**src/rtl/core/zspd_pkg.sv**
```systemverilog
// Package with the shared constants, codes and types of the z-score peak detector.
package zspd_pkg;

   localparam int SAMPLE_BITS        = 16;
   localparam int WINDOW_MAX_DEFAULT = 64;

   localparam int LEN_REG_W   = 7;
   localparam int THRESH_W    = 16;
   localparam int INFL_W      = 17;
   localparam int CSR_DATA_W  = 17;
   localparam int CSR_INDEX_W = 2;

   localparam int SUM_OUT_W = 22;
   localparam int SQ_OUT_W  = 37;

   localparam int CHUNK_W   = 24;
   localparam int THR_SHIFT = 16;
   localparam int INFL_FRAC = 16;

   localparam logic [LEN_REG_W-1:0] WINDOW_LENGTH_RESET = LEN_REG_W'(30);
   localparam logic [THRESH_W-1:0]  THRESHOLD_RESET     = THRESH_W'(1280);
   localparam logic [INFL_W-1:0]    INFLUENCE_RESET     = '0;
   localparam logic [INFL_W-1:0]    INFLUENCE_ONE       = INFL_W'(65536);

   typedef enum logic [CSR_INDEX_W-1:0] {
      CSR_WINDOW_LENGTH = 2'd0,
      CSR_THRESHOLD     = 2'd1,
      CSR_INFLUENCE     = 2'd2
   } csr_index_type;

   typedef enum logic [1:0] {
      PEAK_NONE = 2'd0,
      PEAK_POS  = 2'd1,
      PEAK_NEG  = 2'd2
   } peak_code_type;

endpackage

```
**src/rtl/core/zspd_req_if.sv**
```systemverilog
// Input channel of the z-score peak detector: one sample transfer per handshake.
interface zspd_req_if import zspd_pkg::*; ();
   logic                          valid;
   logic                          ready;
   logic signed [SAMPLE_BITS-1:0] sample;
   logic                          restart;

   modport source (output valid, output sample, output restart, input ready);
   modport sink (input valid, input sample, input restart, output ready);
endinterface

```
**src/rtl/core/zspd_rsp_if.sv**
```systemverilog
// Result channel of the z-score peak detector: one result transfer per sample.
interface zspd_rsp_if import zspd_pkg::*; ();
   logic                          valid;
   logic                          ready;
   logic [1:0]                    peak_code;
   logic signed [SAMPLE_BITS-1:0] filtered_sample;
   logic signed [SUM_OUT_W-1:0]   window_sum;
   logic [SQ_OUT_W-1:0]           window_square_sum;
   logic                          window_full;

   modport source (output valid, output peak_code, output filtered_sample, output window_sum,
                   output window_square_sum, output window_full, input ready);
   modport sink (input valid, input peak_code, input filtered_sample, input window_sum,
                 input window_square_sum, input window_full, output ready);
endinterface

```
**src/rtl/core/zspd_ram.sv**
```systemverilog
// Generic single-write, single-read RAM with registered read data.
module zspd_ram import zspd_pkg::*; #(
   parameter int WIDTH = SAMPLE_BITS,
   parameter int DEPTH = WINDOW_MAX_DEFAULT,
   localparam int ADDR_W = $clog2(DEPTH)
) (
   input  logic              clock,
   input  logic              wr_en,
   input  logic [ADDR_W-1:0] wr_addr,
   input  logic [WIDTH-1:0]  wr_data,
   input  logic [ADDR_W-1:0] rd_addr,
   output logic [WIDTH-1:0]  rd_data
);
   logic [WIDTH-1:0] mem_ff [DEPTH];
   logic [WIDTH-1:0] rd_data_ff;

   always_ff @(posedge clock) begin
      if (wr_en) begin
         mem_ff[wr_addr] <= wr_data;
      end
      rd_data_ff <= mem_ff[rd_addr];
   end

   assign rd_data = rd_data_ff;
endmodule

```
**src/rtl/core/zscore_peak_detector.sv**
```systemverilog
// Top level of the smoothed z-score peak detector with its sequencer and shared multiplier.
//
// The detector takes one signed sample per transfer and returns one result per sample. Once
// the window is full, a sample passes through the states LY, D, AD2, S2, LQLO, LQHI, V1,
// R0 to R4, CMP, F2 and F3 before its result is registered and ST_IDLE takes the next one;
// while the window is still filling it passes only LY, FILL, F2 and F3. The input is not
// ready in between, and a result that is not taken in time holds the next sample in F3.
// The sequence is set by the single 25 x 25 bit multiplier, which the sequencer uses at
// most once per cycle for the mean offset, the squares, the variance and the threshold
// product, which is split into 24-bit partial products summed in one wide accumulator. A
// finished result waits in the output register while the next sample is already being
// taken; a write of window_length clears the window, as restart does.
module zscore_peak_detector import zspd_pkg::*; #(
   parameter int WINDOW_MAX = WINDOW_MAX_DEFAULT
) (
   input  logic                   clock,
   input  logic                   reset,
   zspd_req_if.sink               req_ch,
   zspd_rsp_if.source             rsp_ch,
   input  logic                   csr_wr_en,
   input  logic [CSR_INDEX_W-1:0] csr_index,
   input  logic [CSR_DATA_W-1:0]  csr_wdata
);
   localparam int LENW  = $clog2(WINDOW_MAX + 1);
   localparam int SLOTW = $clog2(WINDOW_MAX);
   localparam int SUMW  = SAMPLE_BITS + SLOTW;
   localparam int DW    = SUMW + 2;
   localparam int QW    = 2 * SAMPLE_BITS - 2 + LENW;
   localparam int VW    = QW + LENW;
   localparam int T2W   = 2 * THRESH_W;
   localparam int AW    = VW + T2W + 1;
   localparam int LW    = 2 * DW - 2;
   localparam int CW    = (AW > LW + THR_SHIFT) ? AW : LW + THR_SHIFT;
   localparam int MW0   = (DW > VW - CHUNK_W + 1) ? DW : VW - CHUNK_W + 1;
   localparam int MULW  = (MW0 > CHUNK_W + 1) ? MW0 : CHUNK_W + 1;
   localparam int PW    = 2 * MULW;

   typedef enum logic [16:0] {
      ST_IDLE = 17'b00000000000000001,
      ST_LY   = 17'b00000000000000010,
      ST_D    = 17'b00000000000000100,
      ST_AD2  = 17'b00000000000001000,
      ST_S2   = 17'b00000000000010000,
      ST_LQLO = 17'b00000000000100000,
      ST_LQHI = 17'b00000000001000000,
      ST_V1   = 17'b00000000010000000,
      ST_R0   = 17'b00000000100000000,
      ST_R1   = 17'b00000001000000000,
      ST_R2   = 17'b00000010000000000,
      ST_R3   = 17'b00000100000000000,
      ST_R4   = 17'b00001000000000000,
      ST_CMP  = 17'b00010000000000000,
      ST_FILL = 17'b00100000000000000,
      ST_F2   = 17'b01000000000000000,
      ST_F3   = 17'b10000000000000000
   } state_type;

   state_type state_ff, state_in;

   logic [LEN_REG_W-1:0] wl_ff, wl_in;
   logic [THRESH_W-1:0]  th_ff, th_in;
   logic [INFL_W-1:0]    infl_ff, infl_in;

   logic signed [SUMW-1:0]        sum_ff, sum_in;
   logic [QW-1:0]                 sq_ff, sq_in;
   logic [LENW-1:0]               fill_ff, fill_in;
   logic [SLOTW-1:0]              slot_ff, slot_in;
   logic signed [SAMPLE_BITS-1:0] prev_ff, prev_in;
   logic                          rsp_valid_ff, rsp_valid_in;

   logic signed [SAMPLE_BITS-1:0] y_ff, y_in;
   logic signed [DW-1:0]          d_ff, d_in;
   logic [T2W-1:0]                t2_ff, t2_in;
   logic [LW-1:0]                 lhs_ff, lhs_in;
   logic signed [AW-1:0]          acc_ff, acc_in;
   logic [VW-1:0]                 var_ff, var_in;
   logic signed [PW-1:0]          prod_ff, prod_in;
   logic signed [SAMPLE_BITS-1:0] old_ff, old_in;
   logic signed [SAMPLE_BITS-1:0] f_ff, f_in;
   peak_code_type                 code_ff, code_in;

   logic [1:0]                    rsp_code_ff, rsp_code_in;
   logic signed [SAMPLE_BITS-1:0] rsp_f_ff, rsp_f_in;
   logic signed [SUM_OUT_W-1:0]   rsp_sum_ff, rsp_sum_in;
   logic [SQ_OUT_W-1:0]           rsp_sq_ff, rsp_sq_in;
   logic                          rsp_full_ff, rsp_full_in;

   logic signed [MULW-1:0]        mul_a, mul_b;
   logic [LENW-1:0]               len_eff;
   logic [INFL_W-1:0]             w_eff;
   logic [LENW-1:0]               slot_inc;
   logic signed [SAMPLE_BITS:0]   diff;
   logic signed [SUMW-1:0]        sum_next;
   logic [QW-1:0]                 sq_next;
   logic [CW-1:0]                 lhs_ext, rhs_ext;
   logic                          hit;
   logic                          out_free;
   logic                          ram_we;
   logic [SAMPLE_BITS-1:0]        ram_rdata;

   assign len_eff  = (wl_ff < LEN_REG_W'(2)) ? LENW'(2) :
                     (int'(wl_ff) > WINDOW_MAX) ? LENW'(WINDOW_MAX) : LENW'(wl_ff);
   assign w_eff    = (infl_ff > INFLUENCE_ONE) ? INFLUENCE_ONE : infl_ff;
   assign slot_inc = LENW'(slot_ff) + LENW'(1);
   assign diff     = (SAMPLE_BITS + 1)'(y_ff) - (SAMPLE_BITS + 1)'(prev_ff);
   assign sum_next = sum_ff + SUMW'(f_ff);
   assign sq_next  = sq_ff + QW'(prod_ff);
   assign lhs_ext  = CW'({lhs_ff, {THR_SHIFT{1'b0}}});
   assign rhs_ext  = CW'($unsigned(acc_ff));
   assign hit      = lhs_ext > rhs_ext;
   assign out_free = !rsp_valid_ff || rsp_ch.ready;
   assign prod_in  = mul_a * mul_b;

   zspd_ram #(
      .WIDTH (SAMPLE_BITS),
      .DEPTH (WINDOW_MAX)
   ) u_history (
      .clock   (clock),
      .wr_en   (ram_we),
      .wr_addr (slot_ff),
      .wr_data (f_ff),
      .rd_addr (slot_ff),
      .rd_data (ram_rdata)
   );

   always_comb begin
      state_in     = state_ff;
      wl_in        = wl_ff;
      th_in        = th_ff;
      infl_in      = infl_ff;
      sum_in       = sum_ff;
      sq_in        = sq_ff;
      fill_in      = fill_ff;
      slot_in      = slot_ff;
      prev_in      = prev_ff;
      rsp_valid_in = rsp_valid_ff && !rsp_ch.ready;
      y_in         = y_ff;
      d_in         = d_ff;
      t2_in        = t2_ff;
      lhs_in       = lhs_ff;
      acc_in       = acc_ff;
      var_in       = var_ff;
      old_in       = old_ff;
      f_in         = f_ff;
      code_in      = code_ff;
      rsp_code_in  = rsp_code_ff;
      rsp_f_in     = rsp_f_ff;
      rsp_sum_in   = rsp_sum_ff;
      rsp_sq_in    = rsp_sq_ff;
      rsp_full_in  = rsp_full_ff;
      mul_a        = '0;
      mul_b        = '0;
      ram_we       = 1'b0;

      if (csr_wr_en) begin
         unique case (csr_index)
            CSR_WINDOW_LENGTH: begin
               wl_in   = csr_wdata[LEN_REG_W-1:0];
               sum_in  = '0;
               sq_in   = '0;
               fill_in = '0;
               slot_in = '0;
               prev_in = '0;
            end
            CSR_THRESHOLD: begin
               th_in = csr_wdata[THRESH_W-1:0];
            end
            CSR_INFLUENCE: begin
               infl_in = csr_wdata[INFL_W-1:0];
            end
            default: begin
            end
         endcase
      end

      unique case (state_ff)
         ST_IDLE: begin
            if (req_ch.valid) begin
               y_in     = req_ch.sample;
               state_in = ST_LY;
               if (req_ch.restart) begin
                  sum_in  = '0;
                  sq_in   = '0;
                  fill_in = '0;
                  slot_in = '0;
                  prev_in = '0;
               end else if (LENW'(slot_ff) >= len_eff) begin
                  slot_in = '0;
               end
            end
         end
         ST_LY: begin
            mul_a    = MULW'(len_eff);
            mul_b    = MULW'(y_ff);
            state_in = (fill_ff >= len_eff) ? ST_D : ST_FILL;
         end
         ST_D: begin
            d_in     = DW'(prod_ff) - DW'(sum_ff);
            old_in   = ram_rdata;
            mul_a    = MULW'(th_ff);
            mul_b    = MULW'(th_ff);
            state_in = ST_AD2;
         end
         ST_AD2: begin
            t2_in    = prod_ff[T2W-1:0];
            mul_a    = MULW'(d_ff);
            mul_b    = MULW'(d_ff);
            state_in = ST_S2;
         end
         ST_S2: begin
            lhs_in   = prod_ff[LW-1:0];
            mul_a    = MULW'(sum_ff);
            mul_b    = MULW'(sum_ff);
            state_in = ST_LQLO;
         end
         ST_LQLO: begin
            acc_in   = -AW'(prod_ff);
            mul_a    = MULW'(len_eff);
            mul_b    = MULW'(sq_ff[CHUNK_W-1:0]);
            state_in = ST_LQHI;
         end
         ST_LQHI: begin
            acc_in   = acc_ff + AW'(prod_ff);
            mul_a    = MULW'(len_eff);
            mul_b    = MULW'(sq_ff[QW-1:CHUNK_W]);
            state_in = ST_V1;
         end
         ST_V1: begin
            acc_in   = acc_ff + (AW'(prod_ff) <<< CHUNK_W);
            state_in = ST_R0;
         end
         ST_R0: begin
            var_in   = acc_ff[VW-1:0];
            acc_in   = '0;
            mul_a    = MULW'(t2_ff[CHUNK_W-1:0]);
            mul_b    = MULW'(acc_ff[CHUNK_W-1:0]);
            state_in = ST_R1;
         end
         ST_R1: begin
            acc_in   = acc_ff + AW'(prod_ff);
            mul_a    = MULW'(t2_ff[CHUNK_W-1:0]);
            mul_b    = MULW'(var_ff[VW-1:CHUNK_W]);
            state_in = ST_R2;
         end
         ST_R2: begin
            acc_in   = acc_ff + (AW'(prod_ff) <<< CHUNK_W);
            mul_a    = MULW'(t2_ff[T2W-1:CHUNK_W]);
            mul_b    = MULW'(var_ff[CHUNK_W-1:0]);
            state_in = ST_R3;
         end
         ST_R3: begin
            acc_in   = acc_ff + (AW'(prod_ff) <<< CHUNK_W);
            mul_a    = MULW'(t2_ff[T2W-1:CHUNK_W]);
            mul_b    = MULW'(var_ff[VW-1:CHUNK_W]);
            state_in = ST_R4;
         end
         ST_R4: begin
            acc_in   = acc_ff + (AW'(prod_ff) <<< (2 * CHUNK_W));
            mul_a    = MULW'(w_eff);
            mul_b    = MULW'(diff);
            state_in = ST_CMP;
         end
         ST_CMP: begin
            if (hit) begin
               f_in    = prev_ff + SAMPLE_BITS'(prod_ff >>> INFL_FRAC);
               code_in = (d_ff > 0) ? PEAK_POS : PEAK_NEG;
            end else begin
               f_in    = y_ff;
               code_in = PEAK_NONE;
            end
            mul_a    = MULW'(old_ff);
            mul_b    = MULW'(old_ff);
            state_in = ST_F2;
         end
         ST_FILL: begin
            f_in     = y_ff;
            code_in  = PEAK_NONE;
            old_in   = '0;
            fill_in  = fill_ff + LENW'(1);
            state_in = ST_F2;
         end
         ST_F2: begin
            sq_in    = sq_ff - QW'(prod_ff);
            sum_in   = sum_ff - SUMW'(old_ff);
            mul_a    = MULW'(f_ff);
            mul_b    = MULW'(f_ff);
            state_in = ST_F3;
         end
         ST_F3: begin
            mul_a = MULW'(f_ff);
            mul_b = MULW'(f_ff);
            if (out_free) begin
               sq_in        = sq_next;
               sum_in       = sum_next;
               ram_we       = 1'b1;
               slot_in      = (slot_inc == len_eff) ? '0 : SLOTW'(slot_inc);
               prev_in      = f_ff;
               rsp_valid_in = 1'b1;
               rsp_code_in  = code_ff;
               rsp_f_in     = f_ff;
               rsp_sum_in   = SUM_OUT_W'(sum_next);
               rsp_sq_in    = SQ_OUT_W'(sq_next);
               rsp_full_in  = fill_ff >= len_eff;
               state_in     = ST_IDLE;
            end
         end
         default: begin
            state_in = ST_IDLE;
         end
      endcase
   end

   always_ff @(posedge clock) begin
      if (reset) begin
         state_ff     <= ST_IDLE;
         wl_ff        <= WINDOW_LENGTH_RESET;
         th_ff        <= THRESHOLD_RESET;
         infl_ff      <= INFLUENCE_RESET;
         sum_ff       <= '0;
         sq_ff        <= '0;
         fill_ff      <= '0;
         slot_ff      <= '0;
         prev_ff      <= '0;
         rsp_valid_ff <= 1'b0;
      end else begin
         state_ff     <= state_in;
         wl_ff        <= wl_in;
         th_ff        <= th_in;
         infl_ff      <= infl_in;
         sum_ff       <= sum_in;
         sq_ff        <= sq_in;
         fill_ff      <= fill_in;
         slot_ff      <= slot_in;
         prev_ff      <= prev_in;
         rsp_valid_ff <= rsp_valid_in;
      end
   end

   always_ff @(posedge clock) begin
      y_ff        <= y_in;
      d_ff        <= d_in;
      t2_ff       <= t2_in;
      lhs_ff      <= lhs_in;
      acc_ff      <= acc_in;
      var_ff      <= var_in;
      prod_ff     <= prod_in;
      old_ff      <= old_in;
      f_ff        <= f_in;
      code_ff     <= code_in;
      rsp_code_ff <= rsp_code_in;
      rsp_f_ff    <= rsp_f_in;
      rsp_sum_ff  <= rsp_sum_in;
      rsp_sq_ff   <= rsp_sq_in;
      rsp_full_ff <= rsp_full_in;
   end

   assign req_ch.ready              = (state_ff == ST_IDLE);
   assign rsp_ch.valid              = rsp_valid_ff;
   assign rsp_ch.peak_code          = rsp_code_ff;
   assign rsp_ch.filtered_sample    = rsp_f_ff;
   assign rsp_ch.window_sum         = rsp_sum_ff;
   assign rsp_ch.window_square_sum  = rsp_sq_ff;
   assign rsp_ch.window_full        = rsp_full_ff;
endmodule

```
**src/flat_wrapper.sv**
```systemverilog
// flat-port wrapper written by rule: the top's interface ports become plain ports
module zscore_peak_detector_flat import zspd_pkg::*;
#(
   parameter int WINDOW_MAX = WINDOW_MAX_DEFAULT
)
  (clock, reset, csr_wr_en, csr_index, csr_wdata, req_ch_valid, req_ch_sample, req_ch_restart, req_ch_ready, rsp_ch_valid, rsp_ch_peak_code, rsp_ch_filtered_sample, rsp_ch_window_sum, rsp_ch_window_square_sum, rsp_ch_window_full, rsp_ch_ready);
  zspd_req_if req_ch_i ();
  zspd_rsp_if rsp_ch_i ();
  input  logic clock;
  input  logic reset;
  input  logic csr_wr_en;
  input  logic [CSR_INDEX_W-1:0] csr_index;
  input  logic [CSR_DATA_W-1:0] csr_wdata;
  input wire logic [$bits(req_ch_i.valid)-1:0] req_ch_valid;
  input wire logic [$bits(req_ch_i.sample)-1:0] req_ch_sample;
  input wire logic [$bits(req_ch_i.restart)-1:0] req_ch_restart;
  output wire logic [$bits(req_ch_i.ready)-1:0] req_ch_ready;
  output wire logic [$bits(rsp_ch_i.valid)-1:0] rsp_ch_valid;
  output wire logic [$bits(rsp_ch_i.peak_code)-1:0] rsp_ch_peak_code;
  output wire logic [$bits(rsp_ch_i.filtered_sample)-1:0] rsp_ch_filtered_sample;
  output wire logic [$bits(rsp_ch_i.window_sum)-1:0] rsp_ch_window_sum;
  output wire logic [$bits(rsp_ch_i.window_square_sum)-1:0] rsp_ch_window_square_sum;
  output wire logic [$bits(rsp_ch_i.window_full)-1:0] rsp_ch_window_full;
  input wire logic [$bits(rsp_ch_i.ready)-1:0] rsp_ch_ready;
  assign req_ch_i.valid = req_ch_valid;
  assign req_ch_i.sample = req_ch_sample;
  assign req_ch_i.restart = req_ch_restart;
  assign req_ch_ready = req_ch_i.ready;
  assign rsp_ch_valid = rsp_ch_i.valid;
  assign rsp_ch_peak_code = rsp_ch_i.peak_code;
  assign rsp_ch_filtered_sample = rsp_ch_i.filtered_sample;
  assign rsp_ch_window_sum = rsp_ch_i.window_sum;
  assign rsp_ch_window_square_sum = rsp_ch_i.window_square_sum;
  assign rsp_ch_window_full = rsp_ch_i.window_full;
  assign rsp_ch_i.ready = rsp_ch_ready;
  zscore_peak_detector #(.WINDOW_MAX(WINDOW_MAX)) u_core (.clock(clock), .reset(reset), .req_ch(req_ch_i), .rsp_ch(rsp_ch_i), .csr_wr_en(csr_wr_en), .csr_index(csr_index), .csr_wdata(csr_wdata));
endmodule
```
**config.mk**
```make
export PLATFORM = sky130hd
export DESIGN_NAME = zscore_peak_detector_flat
export DESIGN_NICKNAME = d
export VERILOG_FILES = /design/src/rtl/core/zspd_pkg.sv /design/src/rtl/core/zspd_req_if.sv /design/src/rtl/core/zspd_rsp_if.sv /design/src/rtl/core/zspd_ram.sv /design/src/rtl/core/zscore_peak_detector.sv /design/src/flat_wrapper.sv
export SDC_FILE = /design/constraint.sdc
export NUM_CORES = 2
export LEC_CHECK = 0
export BUFFER_PORTS_ARGS = -buffer_cell sky130_fd_sc_hd__buf_2
export CAP_MARGIN = 30
export CORE_MARGIN = 2
export CORE_UTILIZATION = 35
export CTS_CLUSTER_SIZE = 20
export DETAILED_ROUTE_END_ITERATION = 6
export PLACE_DENSITY = 0.46
export SKIP_CTS_REPAIR_TIMING = 1
export SLEW_MARGIN = 15
export SYNTH_ARGS = -nofsm -noshare
export SYNTH_HDL_FRONTEND = slang
export SYNTH_SLANG_ARGS = --single-unit
```
**constraint.sdc**
```tcl
create_clock -name clock -period 18.1 [get_ports clock]
set_input_delay 1.81 -clock clock [delete_from_list [all_inputs] [get_ports clock]]
set_output_delay 1.81 -clock clock [all_outputs]
set_load 0.02 [all_outputs]
```
==> Implementation_results.wiki <==
{| class="wikitable"
! Metric !! Value
|-
| Max incr delay on CP || 0.85 ns
|-
| Number of endpoints with negative hold slack in the final report || 0
|-
| Kind of cell with the highest combined delay on the critical path || adder cells
|-
| Max Root-Sink Buffers || 4
|-
| Die width || 537 um
|-
| Startpoint types || flip-flop
|-
| #FFs+latches synth || 1,587
|-
| Mapped cell area || 0.0994 mm^2
|-
| Fraction of synthesized area in multiplexers || 0.145%
|-
| Final total negative setup slack || 0 ns
|-
| DR vias/cell || 5.66
|-
| Synthesized-area fraction occupied by ao, oa, aoi and oai cells || 15.3%
|-
| Failing checks || DRC
|-
| Clock Skews || 0.0979 ns
|-
| Commonest cells after routing, fill and taps aside || 1,375 x edfxtp_1, 925 x inv_1, 716 x nand2_1
|-
| Clock input transition at the sequential cells of the worst setup and hold paths || 0.06 ns
|-
| Via count || approximately 73,000
|-
| Crit-path most repeated cell || fa_1
|-
| Leak || 44.1 nW
|-
| Worst slew margin relative to its limit || 24.1%
|-
| Cell area power density || 73.7 mW/mm^2
|-
| Total area of multi-input combinational cells || 0.0490 mm^2
|-
| Most common cell after layout, fill and taps aside || edfxtp_1
|-
| Simple-gate portion of the synthesized area || 10.1%
|-
| Worst-Margin Slew || 1.14 ns
|-
| H-tree depth reported by CTS || 4
|-
| Peak VDD IR || 82.3 uV
|-
| Number of flops mapped to enable cells by yosys || around 1,400
|-
| Type of the worst setup path || reg -> reg
|-
| Number of global-route vias before repair || 73,550
|-
| Global routing usage summed across all routing layers || 26.1%
|-
| Footprint of the flip-flops and latches || about 0.046 mm^2
|-
| Initial antenna violation count || 14
|-
| CTS tree || built
|-
| Clk root buf || clkbuf_16
|-
| Nets in the synthesized netlist || about 10,000
|-
| Drt first-iter violations || 7,372
|-
| Post-DP HPWL || 268,000 um
|-
| Syn avg cell area || about 11 um^2
|-
| Starting utilization of the core area || around a third
|-
| Core area || 0.282 mm^2
|-
| Floorplan die height || around 540 um
|-
| Most frequently used flop master after synthesis || edfxtp_1
|-
| Post-Synthesis Cells || 8,808
|-
| Wire length of the first global-routing pass || ~540,000 um
|-
| Seq/Total Area, Yosys || 45.8%
|-
| Residual DRC || 9
|-
| Number of library cell types mapped by synthesis || 115
|-
| # port buffers || 120
|-
| Required time of the worst setup path || 18.86 ns
|-
| Tcrit/Tclk final || 63.3%
|-
| Total global routing overflow || 0
|-
| Highest attainable clock frequency || between 0.08 and 0.09 GHz
|-
| Synthesized-area fraction occupied by adder cells || 20.0%
|-
| Fill cell total of the finished layout || about 27,000
|-
| Asr flop ratio synth || 0%
|-
| Max Slew Vio Count || 0
|-
| Fin crit period || between 10 and 15 ns
|-
| Number of nets in the finished design || between 10,000 and 15,000
|-
| Unrepaired setup endpoints after global routing || no
|-
| First-pass iteration count of the detailed router || 7
|-
| Share of post-route cells with drive strength above 1 || 9.10%
|-
| Worst hold path class || reg -> reg
|-
| Core Rows || just under 200
|-
| Max stage delay cell, worst path || fa_1
|-
| Data arrival, critical path || 12.22 ns
|-
| Insertion delay to the later sink of the worst-skew pair || roughly 0.87 ns
|-
| Type of destination of the critical path || flip-flop
|-
| Growth of design area from synthesis to finish || 12.0%
|-
| Die ar. || 0.288 mm^2
|-
| YS warnings || 0
|-
| Final number of setup-violating endpoints || 0
|-
| Maximum fanout along the worst path || 26
|-
| Drt wl/cell || just under 30 um
|-
| Maximum Capacitance Violations || 0
|-
| Overall power of the completed layout || 8.21 mW
|-
| Number of buffers created by CTS || 188
|-
| Largest net degree at the start of global routing || roughly 100
|-
| Top-level port count || 121
|-
| Synth Area in XOR/XNOR || 3.35%
|-
| Final-layout worst hold slack || around 0.43 ns
|-
| Residual antenna-violating net count after detailed routing || 0
|-
| CTS Sinks || between 1,500 and 2,000
|-
| Routability congestion estimate from global placement || 0.939
|-
| Buffers plus inverters on the worst setup path || 5
|-
| Largest family of logic cells by synthesized area || adder cells
|-
| Routed wire length || 380,000 um
|-
| Run status || finished with violations
|}
## cell families after synthesis
logic type / count (synthesis)
xor gates and xnor gates: 379
adders and majority gates: 1192
DFF: 1587
muxes: 14
AOI/OAI and AO/OA: 2156
buffers and inverters: 1343
and+or+nand+nor: 2137
## cells in the mapped netlist (114+ instances only)
master	instances	area share (%)
a21o_1	190	1.4
fa_1	668	13
a22oi_1	472	3.6
nand2_1	716	2.7
xor2_1	114	1.0
nor2_1	656	2.5
clkbuf_1	273	1.0
o21ai_0	240	1.2
ha_1	524	6.6
dfxtp_1	212	4.3
a21oi_1	457	2.3
edfxtp_1	1375	42
xnor2_1	264	2.3
inv_1	926	3.5
## cell type report
class / count / share of cell area [%]
multi-input cells: 5878 / 44.0
well taps: 3743 / 4.21
repair buffers: 381 / 2.42
clock buffers: 231 / 4.50
inverters: 929 / 3.14
diodes: 5 / 0.0112
clock inverters: 105 / 0.822
flip-flops and latches: 1587 / 40.9
## power breakdown
group	internal, mW	total (mW)	switching (mW)
Combinational	0.171	0.491	0.320
Clock	2.16	3.74	1.58
Sequential	3.95	3.98	0.0268
Total	6.29	8.21	1.92
## metal layers
layer / track usage (%) / share of wire [%] / up-vias / routed length [um]
met3: 3.52 / 5.9 / 638 / 22500
met4: 11.3 / 5.0 / 0 / 19100
met1: 33.5 / 41 / 37506 / 156000
met5: 0 / 0 / - / 0
li1: - / - / 32115 / -
met2: 43.8 / 48 / 2580 / 183000
## registers in the layout, indices dropped and copies added, names as in the netlist, 22 cells and up
register and count:
u_core.var_ff 44, u_core.sq_ff 37, u_core.acc_ff 77, u_core.d_ff 24, u_core.sum_ff 22, u_core.rsp_ch.window_square_sum 37
u_core.t2_ff 32, u_core.u_history.mem_ff 1024, u_core.lhs_ff 46, u_core.rsp_ch.window_sum 22, u_core.prod_ff 50
## path summary, 6_finish.rpt
check | from | to | slack [ns] | cells after the start
worst min register to register | u_core.code_ff[0] | u_core.rsp_ch.peak_code[0] | 0.43 | 0
worst min-delay path | u_core.code_ff[0] | u_core.rsp_ch.peak_code[0] | 0.43 | 0
worst max register to register | u_core.state_ff[3] | u_core.prod_ff[49] | 6.64 | 34
worst max-delay path | u_core.state_ff[3] | u_core.prod_ff[49] | 6.64 | 34
## per-stage QoR
step / util, % / area, um^2 / instances / worst slack (ns)
detailed placement: 37.3 / 105000 / 12517 / 6.74
global placement: 37.3 / 105000 / 12496 / 6.80
floorplan: - / 99400 / 8808 / 7.95
finish: 39.5 / 111000 / 12859 / 6.64
CTS: 39.4 / 111000 / 12853 / 6.69
global route: 39.4 / 111000 / 12856 / 6.01
No activity file was read; power rests on OpenSTA's default activity.
